[src/sv/ddp_pkg.sv]
// ----------------------------------------------------------------------------
// ddp_pkg: shared types and constants for the profiled PD drive controller
// Holds the register map, the reset values, the controller states and the
// command and status structures between the controller and the datapath.
// ----------------------------------------------------------------------------
package ddp_pkg;

	localparam int unsigned DATA_W  = 32;
	localparam int unsigned GAIN_W  = 16;
	localparam int unsigned SHIFT_W = 5;
	localparam int unsigned LIMIT_W = 20;
	localparam int unsigned ADDR_W  = 5;

	// register map, byte address 4*index
	typedef enum logic [2:0] {
		REG_DIST_GAIN_P      = 3'd0,
		REG_DIST_GAIN_D      = 3'd1,
		REG_DIST_OUT_SHIFT   = 3'd2,
		REG_DIST_ACCEL_STEP  = 3'd3,
		REG_DIST_SPEED_LIMIT = 3'd4,
		REG_ANGLE_GAIN_P     = 3'd5,
		REG_ANGLE_GAIN_D     = 3'd6,
		REG_ANGLE_OUT_SHIFT  = 3'd7
	} reg_idx_t;

	localparam logic [GAIN_W-1:0]  RST_DIST_GAIN_P      = 16'd400;
	localparam logic [GAIN_W-1:0]  RST_DIST_GAIN_D      = 16'd1000;
	localparam logic [SHIFT_W-1:0] RST_DIST_OUT_SHIFT   = 5'd14;
	localparam logic [GAIN_W-1:0]  RST_DIST_ACCEL_STEP  = 16'd150;
	localparam logic [LIMIT_W-1:0] RST_DIST_SPEED_LIMIT = 20'd5000;
	localparam logic [GAIN_W-1:0]  RST_ANGLE_GAIN_P     = 16'd200;
	localparam logic [GAIN_W-1:0]  RST_ANGLE_GAIN_D     = 16'd500;
	localparam logic [SHIFT_W-1:0] RST_ANGLE_OUT_SHIFT  = 5'd14;

	typedef struct packed {
		logic [GAIN_W-1:0]  dist_gain_p;
		logic [GAIN_W-1:0]  dist_gain_d;
		logic [SHIFT_W-1:0] dist_out_shift;
		logic [GAIN_W-1:0]  dist_accel_step;
		logic [LIMIT_W-1:0] dist_speed_limit;
		logic [GAIN_W-1:0]  angle_gain_p;
		logic [GAIN_W-1:0]  angle_gain_d;
		logic [SHIFT_W-1:0] angle_out_shift;
	} cfg_t;

	typedef enum logic [3:0] {
		OP_NONE,
		OP_CAPTURE,
		OP_SQUARE,
		OP_DIV_LOAD,
		OP_DIV_STEP,
		OP_PROFILE,
		OP_POSITION,
		OP_ERROR,
		OP_DIFF,
		OP_MUL_PD,
		OP_MUL_DD,
		OP_MUL_PA,
		OP_MUL_DA,
		OP_SUM,
		OP_SHIFT,
		OP_OUTPUT
	} dp_op_t;

	typedef struct packed {
		dp_op_t op;
	} cmd_t;

	typedef struct packed {
		logic div_last;
	} sts_t;

	typedef enum logic [3:0] {
		ST_IDLE,
		ST_SQUARE,
		ST_DIV_LOAD,
		ST_DIV,
		ST_PROFILE,
		ST_POSITION,
		ST_ERROR,
		ST_DIFF,
		ST_MUL_PD,
		ST_MUL_DD,
		ST_MUL_PA,
		ST_MUL_DA,
		ST_SUM,
		ST_SHIFT,
		ST_OUTPUT
	} state_t;

endpackage

[src/sv/differential_drive_profiled_pd_top.sv]
// ----------------------------------------------------------------------------
// differential_drive_profiled_pd_top: trapezoidal profile with distance/angle PD
// A new transaction is accepted only in the idle state, after the previous
// result has been loaded; the stopping-distance divider runs 32 steps.
// Reset (arst_n low) clears profile state, loop history and the output valid.
// ----------------------------------------------------------------------------
module differential_drive_profiled_pd_top
	import ddp_pkg::*;
(
	input  logic                     clk,
	input  logic                     arst_n,
	// APB-style configuration port
	input  logic                     psel,
	input  logic                     penable,
	input  logic                     pwrite,
	input  logic [ADDR_W-1:0]        paddr,
	input  logic [DATA_W-1:0]        pwdata,
	output logic [DATA_W-1:0]        prdata,
	output logic                     pready,
	// input channel
	input  logic                     in_valid,
	output logic                     in_stall,
	input  logic signed [DATA_W-1:0] measured_distance,
	input  logic signed [DATA_W-1:0] measured_angle,
	input  logic signed [DATA_W-1:0] target_distance,
	input  logic signed [DATA_W-1:0] target_angle,
	// output channel
	output logic                     out_valid,
	input  logic                     out_stall,
	output logic signed [DATA_W-1:0] left_drive,
	output logic signed [DATA_W-1:0] right_drive,
	output logic signed [DATA_W-1:0] dist_drive,
	output logic signed [DATA_W-1:0] angle_drive,
	output logic signed [DATA_W-1:0] profile_position,
	output logic signed [DATA_W-1:0] profile_speed,
	output logic signed [DATA_W-1:0] dist_p_term,
	output logic signed [DATA_W-1:0] dist_d_term,
	output logic signed [DATA_W-1:0] angle_p_term,
	output logic signed [DATA_W-1:0] angle_d_term
);

	// Flow of one tick:
	//   capture -> speed^2 on the shared multiplier -> restoring divide by
	//   2*accel (one quotient bit a cycle) -> accelerate/brake decision ->
	//   position update -> errors -> error deltas -> four gain products on
	//   the same multiplier -> sums -> arithmetic shifts -> output register.
	// The output register holds a finished result while the next transaction
	// is already being computed; only the final load waits for it to drain.

	cfg_t cfg;
	cmd_t cmd;
	sts_t sts;

	ddp_regs u_regs (
		.clk     (clk),
		.arst_n  (arst_n),
		.psel    (psel),
		.penable (penable),
		.pwrite  (pwrite),
		.paddr   (paddr),
		.pwdata  (pwdata),
		.prdata  (prdata),
		.pready  (pready),
		.cfg     (cfg)
	);

	ddp_ctrl u_ctrl (
		.clk       (clk),
		.arst_n    (arst_n),
		.in_valid  (in_valid),
		.in_stall  (in_stall),
		.out_valid (out_valid),
		.out_stall (out_stall),
		.cmd       (cmd),
		.sts       (sts)
	);

	ddp_dpath u_dpath (
		.clk               (clk),
		.arst_n            (arst_n),
		.cfg               (cfg),
		.cmd               (cmd),
		.sts               (sts),
		.measured_distance (measured_distance),
		.measured_angle    (measured_angle),
		.target_distance   (target_distance),
		.target_angle      (target_angle),
		.left_drive        (left_drive),
		.right_drive       (right_drive),
		.dist_drive        (dist_drive),
		.angle_drive       (angle_drive),
		.profile_position  (profile_position),
		.profile_speed     (profile_speed),
		.dist_p_term       (dist_p_term),
		.dist_d_term       (dist_d_term),
		.angle_p_term      (angle_p_term),
		.angle_d_term      (angle_d_term)
	);

`ifndef ASSERT_OFF
	// an accepted transaction starts the sequence with the square step
	a_start_square: assert property (@(posedge clk) disable iff (!arst_n)
		(in_valid && !in_stall) |=> (cmd.op == OP_SQUARE))
		else $error("accepted transaction did not start with square step");

	// the output register is never overwritten while a result is held
	a_no_overwrite: assert property (@(posedge clk) disable iff (!arst_n)
		(cmd.op == OP_OUTPUT) |-> !(out_valid && out_stall))
		else $error("output register loaded while result is stalled");

	// a loaded result is presented on the next cycle
	a_result_shown: assert property (@(posedge clk) disable iff (!arst_n)
		(cmd.op == OP_OUTPUT) |=> out_valid)
		else $error("loaded result not presented");
`endif

endmodule

[src/sv/ddp_regs.sv]
// ----------------------------------------------------------------------------
// ddp_regs: configuration register file
// APB-style write and read of the eight tuning registers.
// ----------------------------------------------------------------------------
module ddp_regs
	import ddp_pkg::*;
(
	input  logic              clk,
	input  logic              arst_n,
	input  logic              psel,
	input  logic              penable,
	input  logic              pwrite,
	input  logic [ADDR_W-1:0] paddr,
	input  logic [DATA_W-1:0] pwdata,
	output logic [DATA_W-1:0] prdata,
	output logic              pready,
	output cfg_t              cfg
);

	cfg_t     cfg_q;
	reg_idx_t idx;
	logic     wr_en;

	assign pready = 1'b1;
	assign idx    = reg_idx_t'(paddr[ADDR_W-1:2]);
	assign wr_en  = psel & penable & pwrite;
	assign cfg    = cfg_q;

	always_ff @(posedge clk or negedge arst_n) begin
		if (!arst_n) begin
			cfg_q.dist_gain_p      <= RST_DIST_GAIN_P;
			cfg_q.dist_gain_d      <= RST_DIST_GAIN_D;
			cfg_q.dist_out_shift   <= RST_DIST_OUT_SHIFT;
			cfg_q.dist_accel_step  <= RST_DIST_ACCEL_STEP;
			cfg_q.dist_speed_limit <= RST_DIST_SPEED_LIMIT;
			cfg_q.angle_gain_p     <= RST_ANGLE_GAIN_P;
			cfg_q.angle_gain_d     <= RST_ANGLE_GAIN_D;
			cfg_q.angle_out_shift  <= RST_ANGLE_OUT_SHIFT;
		end else if (wr_en) begin
			unique case (idx)
				REG_DIST_GAIN_P:      cfg_q.dist_gain_p      <= pwdata[GAIN_W-1:0];
				REG_DIST_GAIN_D:      cfg_q.dist_gain_d      <= pwdata[GAIN_W-1:0];
				REG_DIST_OUT_SHIFT:   cfg_q.dist_out_shift   <= pwdata[SHIFT_W-1:0];
				REG_DIST_ACCEL_STEP:  cfg_q.dist_accel_step  <= pwdata[GAIN_W-1:0];
				REG_DIST_SPEED_LIMIT: cfg_q.dist_speed_limit <= pwdata[LIMIT_W-1:0];
				REG_ANGLE_GAIN_P:     cfg_q.angle_gain_p     <= pwdata[GAIN_W-1:0];
				REG_ANGLE_GAIN_D:     cfg_q.angle_gain_d     <= pwdata[GAIN_W-1:0];
				REG_ANGLE_OUT_SHIFT:  cfg_q.angle_out_shift  <= pwdata[SHIFT_W-1:0];
			endcase
		end
	end

	always_comb begin
		unique case (idx)
			REG_DIST_GAIN_P:      prdata = DATA_W'(cfg_q.dist_gain_p);
			REG_DIST_GAIN_D:      prdata = DATA_W'(cfg_q.dist_gain_d);
			REG_DIST_OUT_SHIFT:   prdata = DATA_W'(cfg_q.dist_out_shift);
			REG_DIST_ACCEL_STEP:  prdata = DATA_W'(cfg_q.dist_accel_step);
			REG_DIST_SPEED_LIMIT: prdata = DATA_W'(cfg_q.dist_speed_limit);
			REG_ANGLE_GAIN_P:     prdata = DATA_W'(cfg_q.angle_gain_p);
			REG_ANGLE_GAIN_D:     prdata = DATA_W'(cfg_q.angle_gain_d);
			REG_ANGLE_OUT_SHIFT:  prdata = DATA_W'(cfg_q.angle_out_shift);
		endcase
	end

endmodule

[src/sv/ddp_ctrl.sv]
// ----------------------------------------------------------------------------
// ddp_ctrl: sequencer for one control tick
// Walks the datapath through square, divide, profile, PD and output steps.
// ----------------------------------------------------------------------------
module ddp_ctrl
	import ddp_pkg::*;
(
	input  logic clk,
	input  logic arst_n,
	input  logic in_valid,
	output logic in_stall,
	output logic out_valid,
	input  logic out_stall,
	output cmd_t cmd,
	input  sts_t sts
);

	state_t state_q, state_d;
	logic   out_valid_q, out_valid_d;

	always_ff @(posedge clk or negedge arst_n) begin
		if (!arst_n) begin
			state_q     <= ST_IDLE;
			out_valid_q <= 1'b0;
		end else begin
			state_q     <= state_d;
			out_valid_q <= out_valid_d;
		end
	end

	assign in_stall  = (state_q != ST_IDLE);
	assign out_valid = out_valid_q;

	always_comb begin
		state_d = state_q;
		cmd.op  = OP_NONE;
		unique case (state_q)
			ST_IDLE: begin
				if (in_valid) begin
					cmd.op  = OP_CAPTURE;
					state_d = ST_SQUARE;
				end
			end
			ST_SQUARE: begin
				cmd.op  = OP_SQUARE;
				state_d = ST_DIV_LOAD;
			end
			ST_DIV_LOAD: begin
				cmd.op  = OP_DIV_LOAD;
				state_d = ST_DIV;
			end
			ST_DIV: begin
				cmd.op = OP_DIV_STEP;
				if (sts.div_last) state_d = ST_PROFILE;
			end
			ST_PROFILE: begin
				cmd.op  = OP_PROFILE;
				state_d = ST_POSITION;
			end
			ST_POSITION: begin
				cmd.op  = OP_POSITION;
				state_d = ST_ERROR;
			end
			ST_ERROR: begin
				cmd.op  = OP_ERROR;
				state_d = ST_DIFF;
			end
			ST_DIFF: begin
				cmd.op  = OP_DIFF;
				state_d = ST_MUL_PD;
			end
			ST_MUL_PD: begin
				cmd.op  = OP_MUL_PD;
				state_d = ST_MUL_DD;
			end
			ST_MUL_DD: begin
				cmd.op  = OP_MUL_DD;
				state_d = ST_MUL_PA;
			end
			ST_MUL_PA: begin
				cmd.op  = OP_MUL_PA;
				state_d = ST_MUL_DA;
			end
			ST_MUL_DA: begin
				cmd.op  = OP_MUL_DA;
				state_d = ST_SUM;
			end
			ST_SUM: begin
				cmd.op  = OP_SUM;
				state_d = ST_SHIFT;
			end
			ST_SHIFT: begin
				cmd.op  = OP_SHIFT;
				state_d = ST_OUTPUT;
			end
			ST_OUTPUT: begin
				// wait until the output register is free
				if (!out_valid_q || !out_stall) begin
					cmd.op  = OP_OUTPUT;
					state_d = ST_IDLE;
				end
			end
			default: state_d = ST_IDLE;
		endcase
	end

	always_comb begin
		if (cmd.op == OP_OUTPUT) out_valid_d = 1'b1;
		else if (!out_stall)     out_valid_d = 1'b0;
		else                     out_valid_d = out_valid_q;
	end

endmodule

[src/sv/ddp_dpath.sv]
// ----------------------------------------------------------------------------
// ddp_dpath: profile and PD datapath
// Shared 32x32 multiplier, radix-2 restoring divider and output register.
// ----------------------------------------------------------------------------
module ddp_dpath
	import ddp_pkg::*;
(
	input  logic                     clk,
	input  logic                     arst_n,
	input  cfg_t                     cfg,
	input  cmd_t                     cmd,
	output sts_t                     sts,
	input  logic signed [DATA_W-1:0] measured_distance,
	input  logic signed [DATA_W-1:0] measured_angle,
	input  logic signed [DATA_W-1:0] target_distance,
	input  logic signed [DATA_W-1:0] target_angle,
	output logic signed [DATA_W-1:0] left_drive,
	output logic signed [DATA_W-1:0] right_drive,
	output logic signed [DATA_W-1:0] dist_drive,
	output logic signed [DATA_W-1:0] angle_drive,
	output logic signed [DATA_W-1:0] profile_position,
	output logic signed [DATA_W-1:0] profile_speed,
	output logic signed [DATA_W-1:0] dist_p_term,
	output logic signed [DATA_W-1:0] dist_d_term,
	output logic signed [DATA_W-1:0] angle_p_term,
	output logic signed [DATA_W-1:0] angle_d_term
);

	localparam int unsigned REM_W = GAIN_W + 2;
	localparam int unsigned CNT_W = $clog2(DATA_W);
	localparam int unsigned EXT_W = DATA_W + 2;

	function automatic logic [DATA_W-1:0] asr(input logic [DATA_W-1:0] x,
			input logic [SHIFT_W-1:0] s);
		return DATA_W'($signed(x) >>> s);
	endfunction

	// captured tick
	logic [DATA_W-1:0] meas_d_q, meas_a_q, tgt_d_q, tgt_a_q;
	// profile and loop state
	logic [DATA_W-1:0] pos_q, speed_q, last_d_q, last_a_q;
	// working registers
	logic [DATA_W-1:0] sq_q, div_dvd_q;
	logic [REM_W-1:0]  div_rem_q;
	logic              div_neg_q;
	logic [CNT_W-1:0]  div_cnt_q;
	logic [DATA_W-1:0] e_d_q, e_a_q, dd_q, da_q;
	logic [DATA_W-1:0] p_d_q, d_d_q, p_a_q, d_a_q;
	logic [DATA_W-1:0] sum_d_q, sum_a_q, o_d_q, o_a_q;
	logic [DATA_W-1:0] t_pd_q, t_dd_q, t_pa_q, t_da_q;
	// output register
	logic [DATA_W-1:0] left_q, right_q, dist_q, angle_q, opos_q, ospeed_q;
	logic [DATA_W-1:0] opd_q, odd_q, opa_q, oda_q;

	// multiplier
	logic [DATA_W-1:0] mul_a, mul_b, mul_p;

	always_comb begin
		unique case (cmd.op)
			OP_MUL_PD: begin
				mul_a = DATA_W'(cfg.dist_gain_p);
				mul_b = e_d_q;
			end
			OP_MUL_DD: begin
				mul_a = DATA_W'(cfg.dist_gain_d);
				mul_b = dd_q;
			end
			OP_MUL_PA: begin
				mul_a = DATA_W'(cfg.angle_gain_p);
				mul_b = e_a_q;
			end
			OP_MUL_DA: begin
				mul_a = DATA_W'(cfg.angle_gain_d);
				mul_b = da_q;
			end
			default: begin
				mul_a = speed_q;
				mul_b = speed_q;
			end
		endcase
	end
	assign mul_p = mul_a * mul_b;

	// divider step
	logic [REM_W-1:0] rem_sh, dvs;
	logic             rem_ge;
	assign rem_sh = {div_rem_q[REM_W-2:0], div_dvd_q[DATA_W-1]};
	assign dvs    = {1'b0, cfg.dist_accel_step, 1'b0};
	assign rem_ge = (rem_sh >= dvs);
	assign sts.div_last = (div_cnt_q == CNT_W'(DATA_W - 1));

	// profile decision
	logic [DATA_W-1:0]       quo;
	logic                    v_pos, add_stop, short_of, below, above;
	logic signed [EXT_W-1:0] pos_x, quo_x, reach, tgt_x, v_x, lim_x;
	always_comb begin
		quo      = (cfg.dist_accel_step == '0) ? '0 : div_dvd_q;
		v_pos    = !speed_q[DATA_W-1] && (speed_q != '0);
		add_stop = v_pos ^ div_neg_q;
		pos_x    = EXT_W'($signed(pos_q));
		quo_x    = $signed(EXT_W'(quo));
		reach    = add_stop ? (pos_x + quo_x) : (pos_x - quo_x);
		tgt_x    = EXT_W'($signed(tgt_d_q));
		short_of = (reach < tgt_x);
		v_x      = EXT_W'($signed(speed_q));
		lim_x    = $signed(EXT_W'(cfg.dist_speed_limit));
		below    = (v_x < lim_x);
		above    = (v_x > -lim_x);
	end

	always_ff @(posedge clk or negedge arst_n) begin
		if (!arst_n) begin
			pos_q    <= '0;
			speed_q  <= '0;
			last_d_q <= '0;
			last_a_q <= '0;
		end else begin
			unique case (cmd.op)
				OP_PROFILE: begin
					if (short_of) begin
						if (below) speed_q <= speed_q + DATA_W'(cfg.dist_accel_step);
					end else begin
						if (above) speed_q <= speed_q - DATA_W'(cfg.dist_accel_step);
					end
				end
				OP_POSITION: pos_q <= pos_q + speed_q;
				OP_DIFF: begin
					last_d_q <= e_d_q;
					last_a_q <= e_a_q;
				end
				default: ;
			endcase
		end
	end

	always_ff @(posedge clk) begin
		unique case (cmd.op)
			OP_CAPTURE: begin
				meas_d_q <= measured_distance;
				meas_a_q <= measured_angle;
				tgt_d_q  <= target_distance;
				tgt_a_q  <= target_angle;
			end
			OP_SQUARE: sq_q <= mul_p;
			OP_DIV_LOAD: begin
				div_dvd_q <= sq_q[DATA_W-1] ? (~sq_q + DATA_W'(1)) : sq_q;
				div_neg_q <= sq_q[DATA_W-1];
				div_rem_q <= '0;
				div_cnt_q <= '0;
			end
			OP_DIV_STEP: begin
				div_rem_q <= rem_ge ? (rem_sh - dvs) : rem_sh;
				div_dvd_q <= {div_dvd_q[DATA_W-2:0], rem_ge};
				div_cnt_q <= div_cnt_q + CNT_W'(1);
			end
			OP_ERROR: begin
				e_d_q <= pos_q - meas_d_q;
				e_a_q <= tgt_a_q - meas_a_q;
			end
			OP_DIFF: begin
				dd_q <= e_d_q - last_d_q;
				da_q <= e_a_q - last_a_q;
			end
			OP_MUL_PD: p_d_q <= mul_p;
			OP_MUL_DD: d_d_q <= mul_p;
			OP_MUL_PA: p_a_q <= mul_p;
			OP_MUL_DA: d_a_q <= mul_p;
			OP_SUM: begin
				sum_d_q <= p_d_q + d_d_q;
				sum_a_q <= p_a_q + d_a_q;
			end
			OP_SHIFT: begin
				o_d_q  <= asr(sum_d_q, cfg.dist_out_shift);
				o_a_q  <= asr(sum_a_q, cfg.angle_out_shift);
				t_pd_q <= asr(p_d_q, cfg.dist_out_shift);
				t_dd_q <= asr(d_d_q, cfg.dist_out_shift);
				t_pa_q <= asr(p_a_q, cfg.angle_out_shift);
				t_da_q <= asr(d_a_q, cfg.angle_out_shift);
			end
			OP_OUTPUT: begin
				left_q   <= o_d_q - o_a_q;
				right_q  <= o_d_q + o_a_q;
				dist_q   <= o_d_q;
				angle_q  <= o_a_q;
				opos_q   <= pos_q;
				ospeed_q <= speed_q;
				opd_q    <= t_pd_q;
				odd_q    <= t_dd_q;
				opa_q    <= t_pa_q;
				oda_q    <= t_da_q;
			end
			default: ;
		endcase
	end

	assign left_drive       = $signed(left_q);
	assign right_drive      = $signed(right_q);
	assign dist_drive       = $signed(dist_q);
	assign angle_drive      = $signed(angle_q);
	assign profile_position = $signed(opos_q);
	assign profile_speed    = $signed(ospeed_q);
	assign dist_p_term      = $signed(opd_q);
	assign dist_d_term      = $signed(odd_q);
	assign angle_p_term     = $signed(opa_q);
	assign angle_d_term     = $signed(oda_q);

endmodule
[config.mk]
export PLATFORM = sky130hd
export DESIGN_NAME = differential_drive_profiled_pd_top
export DESIGN_NICKNAME = d
export VERILOG_FILES = /design/src/sv/ddp_pkg.sv /design/src/sv/differential_drive_profiled_pd_top.sv /design/src/sv/ddp_regs.sv /design/src/sv/ddp_ctrl.sv /design/src/sv/ddp_dpath.sv
export SDC_FILE = /design/constraint.sdc
export NUM_CORES = 2
export LEC_CHECK = 0
export BUFFER_PORTS_ARGS = -buffer_cell sky130_fd_sc_hd__buf_2
export CAP_MARGIN = 20
export CORE_UTILIZATION = 50
export DETAILED_ROUTE_END_ITERATION = 10
export HOLD_SLACK_MARGIN = 0.08
export PLACE_DENSITY = 0.67
export SLEW_MARGIN = 0
export SYNTH_ARGS = -nofsm -noshare
export SYNTH_HDL_FRONTEND = slang
export SYNTH_SLANG_ARGS = --single-unit
[constraint.sdc]
create_clock -name clk -period 48.7 [get_ports clk]
set_input_delay 4.87 -clock clk [delete_from_list [all_inputs] [get_ports clk]]
set_output_delay 4.87 -clock clk [all_outputs]
set_load 0.03 [all_outputs]
======== After elaboration in Yosys (flattened, before gate mapping) ========
Index checks and enable logic that the tools add are counted.
storage, ports and cells
  input port bits ......................... 172
  output and inout bits ................... 355
  word-level logic and storage cells ...... 167
  register bits ........................... 1290
cells by class
  equality and inequality tests ........... 42
  reductions and logical operators ........ 22
  add/subtract/negate cells ............... 17
  order comparisons ....................... 4
  multiply operators ...................... 1
  muxes and demuxes ....................... 22
  bitwise gates (word level) .............. 4
  shift operators ......................... 6
operator list
  kind                                                             count
  32-bit case mux with 4 select lines                              2
  32-bit case mux with 8 select lines                              1
  32-bit by 5-bit >>> shifter with 32-bit output                   6
  32-bit 2-to-1 mux                                                5
  32-bit subtractor                                                5
  32-bit adder                                                     4
  4-bit case mux with 15 select lines                              2
  32-bit case mux with 2 select lines                              1
  4-bit == test, second input constant                             15
  32-bit by 33-bit adder with 34-bit output                        1
  32-bit by 34-bit greater-than comparator with 1-bit output       1
  34-bit by 32-bit < comparator with 1-bit output                  1
  34-bit 2-to-1 mux                                                1
  20-bit negator with 34-bit output                                1
  17-bit case mux with 2 select lines                              1
  32-bit by 33-bit subtractor with 34-bit output                   1
  32-bit by 1-bit adder with 32-bit output, second input constant  1
  32-bit by 16-bit adder with 32-bit output                        1
  4-bit by 3-bit == test with 1-bit output, second input constant  8
  32-bit by 21-bit < comparator with 1-bit output                  1
  32-bit by 32-bit multiplier with 32-bit output                   1
  32-bit NOT                                                       1
  32-bit nonzero test                                              1
  32-bit by 16-bit subtractor with 32-bit output                   1
  other kinds (27)                                                 55

======== Longest topological paths before layout ========
  depth in word-level cells ............... 7
  gate-level depth with buffers ........... 50
  gate-level depth less buffers ........... 46

======== Hierarchy ========
A second synthesis with hierarchy kept.
second synthesis, totals
  cell total of the unflattened synthesis .. 8775
  area total of the unflattened synthesis .. 90773.3 um^2
by module, submodules not included
  module     cells an instance  area each (um^2)  times used  sequential area each (um^2)
  ddp_dpath  8334               85215.5           1           34613.2
  ddp_regs   397                5197.5            1           2793.9
  ddp_ctrl   44                 360.3             1           125.1

======== Least setup slack after synthesis ========
Ideal clock, no wire load.
  path kind ............................... input to register
  start point ............................. input out_stall
  end point ............................... register u_dpath.oda_q[0] (netlist: u_dpath.angle_d_term[0]) (enable)
  path buffers ............................ 0
  arrival ................................. 28061 ps
  required time ........................... 47244 ps
  cell stages on the path ................. 2
  setup time .............................. 1456 ps
  setup slack ............................. 19183 ps
  cells stage by stage .................... nand2_1 > nor3b_1
between the ends
  word-level cells in the longest chain between the ends .. 5
ends and longest elaborated chain
  element                              line                                      source
  start, declared                      differential_drive_profiled_pd_top.sv:29  input logic out_stall,
  1-bit zero test                      ddp_ctrl.sv:98                            if (!out_valid_q || !out_stall) begin
  1-bit logical OR                     ddp_ctrl.sv:98
  4-bit 2-to-1 mux                     ddp_ctrl.sv:98
  4-bit case mux with 15 select lines  ddp_ctrl.sv:37                            unique case (state_q)
  4-bit == test                        ddp_dpath.sv:137                          unique case (cmd.op)
  end signal, assigned                 ddp_dpath.sv:190                          oda_q <= t_da_q;
  end, declared                        ddp_dpath.sv:53                           logic [DATA_W-1:0] opd_q, odd_q, opa_q, oda_q;
No other way between the ends.
A chain may end at the register's enable or synchronous reset.

======== Worst setup path after layout ========
  start point ............................. input out_stall
  end point ............................... register u_dpath.p_a_q[29] (data pin)
between the ends
  word-level cells in the longest chain between the ends .. 7
  elaborated cells on any way between the ends .. 11
  classes of those cells .................. mul (1); eq/ne (4); mux (4); reduce/logical (2)
ends and longest elaborated chain
  element                                           line              source
  1-bit zero test *                                 ddp_ctrl.sv:98
  1-bit logical OR *                                ddp_ctrl.sv:98
  4-bit 2-to-1 mux *                                ddp_ctrl.sv:98
  4-bit case mux with 15 select lines *             ddp_ctrl.sv:37
  4-bit == test                                     ddp_dpath.sv:59   unique case (cmd.op)
  32-bit case mux with 4 select lines               ddp_dpath.sv:59
  32-bit by 32-bit multiplier with 32-bit output *  ddp_dpath.sv:82   assign mul_p = mul_a * mul_b;
  net u_dpath.mul_p[29]                             ddp_dpath.sv:56   logic [DATA_W-1:0] mul_a, mul_b, mul_p;
  end signal, assigned                              ddp_dpath.sv:166  OP_MUL_PA: p_a_q <= mul_p;
  end, declared                                     ddp_dpath.sv:48   logic [DATA_W-1:0] p_d_q, d_d_q, p_a_q, d_a_q;
Mark *: on every way through the listed nets, which the timed path passes. The rest lies on a longest branch.

==> results.ini <==
[run_status]
outcome = finished, final reports clean

[logic_synthesis]
syn_inst = 8811
synth_edf_count = 1046
ys_seq_elements = 1289
synth.yosys.warnings = 0
syn_area_mm2 = 0.09067
ys_dominant_reg_cell = edfxtp_1
ys_types = 89
syn_avg_cell_area_um2 = 10.29
synth_async_sr_flop_share = 0.1885
seq_area_frac_synth = 0.4139

[setup_path]
end_kind = flip-flop
path_max_fanout = 19
r2r_cells = 46
crit_start = out_stall
required_ns = 49.16
cp.depth = 34
worstSetupPathType = in -> reg
cp_slowest_cell = xor2_2
rr_startpoint = u_regs.cfg[57]
startpoint_type = input port
cp_top_family = adder cells
cpMostUsedCell = fa_1
max_stage_delay_ns = 0.96
path_buf_inv = 7
arrival_ns = 14.79

[timing]
hold_ws_ns = 0.4072
period_share = 0.2944
fmax_mhz = 69.76
finalClockSkew_ns = 0.06798
setup-violations-final = 0
slew_headroom = 0.1817
slew_violations = 0
fin_setup_tns_ns = 0
rsz0062_at_grt = false
tightest_slew_ns = 1.219
period_minus_slack_ns = 14.34
report.final.hold_viol_count = 0

[floorplanning]
rows = 155
die_area_mm2 = 0.1831
initial_utilization = 0.5060
fp.dieW_um = 427.9
fp.coreArea_mm2 = 0.1792
ios = 527
die_h_um = 427.9

[clock_tree]
numCtsBuffers = 143
cts.sinks = 1289
cts.hold.buffers_added = 0
clk_latency_ns = 0.84
root_buffer = clkbuf_16
post-cts-setup-buffers = 0
cts_buffer_depth = 3
cts_resized = 0
cts_tree = built
clk_pin_slew_ns = 0.06
htreeDepth = 4

[layout]
largest_reg_flops = 110
fin_nets = 10377
final_cell_area_mm2 = 0.1009
layout_common_cells = edfxtp_1, nand2_1, inv_1, nor2_1, o21ai_0
syn_to_final_growth_pct = 11.30
drive_above_1_share = 0.1399
utilization = 0.5632
fill_cells = 15350
layout.cells.most_common = edfxtp_1

[place]
hpwlAfterDp_um = 205100
io_buffers = 499
post_dp_cell_area_mm2 = 0.09592
gp_congestion = 0.9734

[min_path]
hold_depth = 0
worst_hold_startpoint = u_dpath.t_pd_q[16]
hold_path_class = reg -> reg

[global_routing]
antenna_found_initial = 28
grt_pass1_wl_um = 407000
gr-usage-all-layers = 0.2921
grt_max_degree = 109
grt_overflow = 0
grt_pass1_vias = 67312

[routing]
drt_wl_total_um = 271400
maxUsedRoutingLayer = met5
vias = 68983
ant_nets = 0
drc = 0
vias_per_cell = 5.896
drt_iter0_drc = 6279
wl_met1_um = 108300
met3WireLength_um = 19390
dr.pass1.iters = 6
met2_length_um = 125200
wire_per_inst_um = 23.20

[job]
maxCapViolCount = 0

per-layer routing:
| layer | vias up | GRT usage |
|---|---|---|
| met3 | 653 | 0.04755 |
| met2 | 2850 | 0.4663 |
| met1 | 33767 | 0.3725 |
| met4 | 6 | 0.1816 |
| met5 | - | 0 |
| li1 | 31707 | - |
final cells by class:
class	count	area, um2	share of cell area
multi-input cells	6303	48750	0.4831
flip-flops and latches	1289	37560	0.3722
clock buffers	180	3849	0.03814
repair buffers	643	3623	0.03590
inverters	825	3100	0.03072
well taps	2355	2947	0.02920
clock inverters	84	1033	0.01024
diodes	20	50.05	0.0004959
cells in the mapped netlist, types with 165 or more instances:
cell type | count | area, um2
xnor2_1 | 299 | 2619
mux2_2 | 165 | 1858
o21ai_0 | 628 | 3143
a21oi_1 | 509 | 2547
dfrtp_1 | 210 | 5255
ha_1 | 580 | 7257
nor2_1 | 716 | 2688
inv_1 | 819 | 3074
mux2i_1 | 212 | 2122
fa_1 | 420 | 8408
clkbuf_1 | 334 | 1254
edfxtp_1 | 1046 | 31410
nand2_1 | 962 | 3611
worst register-to-register path: cells and delay by family (launching register included):
| kind | cells | cell delay, ns |
|---|---|---|
| xor+xnor | 3 | 0.55 |
| buf+inv | 4 | 0.85 |
| compound gates | 23 | 5.72 |
| simple gates | 11 | 2.56 |
| fa+ha+maj | 5 | 1.58 |
| flops | 1 | 0.57 |
path summary, 6_finish.rpt:
path / to / slack [ns]
min: u_dpath.dist_p_term[16] / 0.41
min in group asynchronous: u_dpath.last_a_q[17] / 3.99
max reg2reg: u_dpath.speed_q[29] / 36.69
max in group asynchronous: u_regs.cfg[4] / 42.29
min reg2reg: u_dpath.dist_p_term[16] / 0.41
max: u_dpath.p_a_q[29] / 34.36
cell families (layout without fill, tap and decap cells):
group,count (synthesis),count (layout),share of synthesized area
flip-flops,1289,1289,0.4139
multiplexers,481,481,0.06973
adder cells (fa/ha/maj),1002,1002,0.1730
AND/OR/NAND/NOR,2510,2510,0.1249
XOR/XNOR,451,451,0.04356
other,2,33,0.00008282
buffers and inverters,1230,1732,0.05157
AO/OA/AOI/OAI,1846,1846,0.1233
stage by stage:
step	worst slack, ns	std cells
floorplan	19.18	8822
global placement	33.68	11411
detailed placement	33.59	11411
CTS	34.40	11675
global route	34.01	11686
finish	34.36	11699
Power is left out: the tool's default activity adds up to more than one toggle a clock period on the data nets, which glitch-free logic cannot reach.
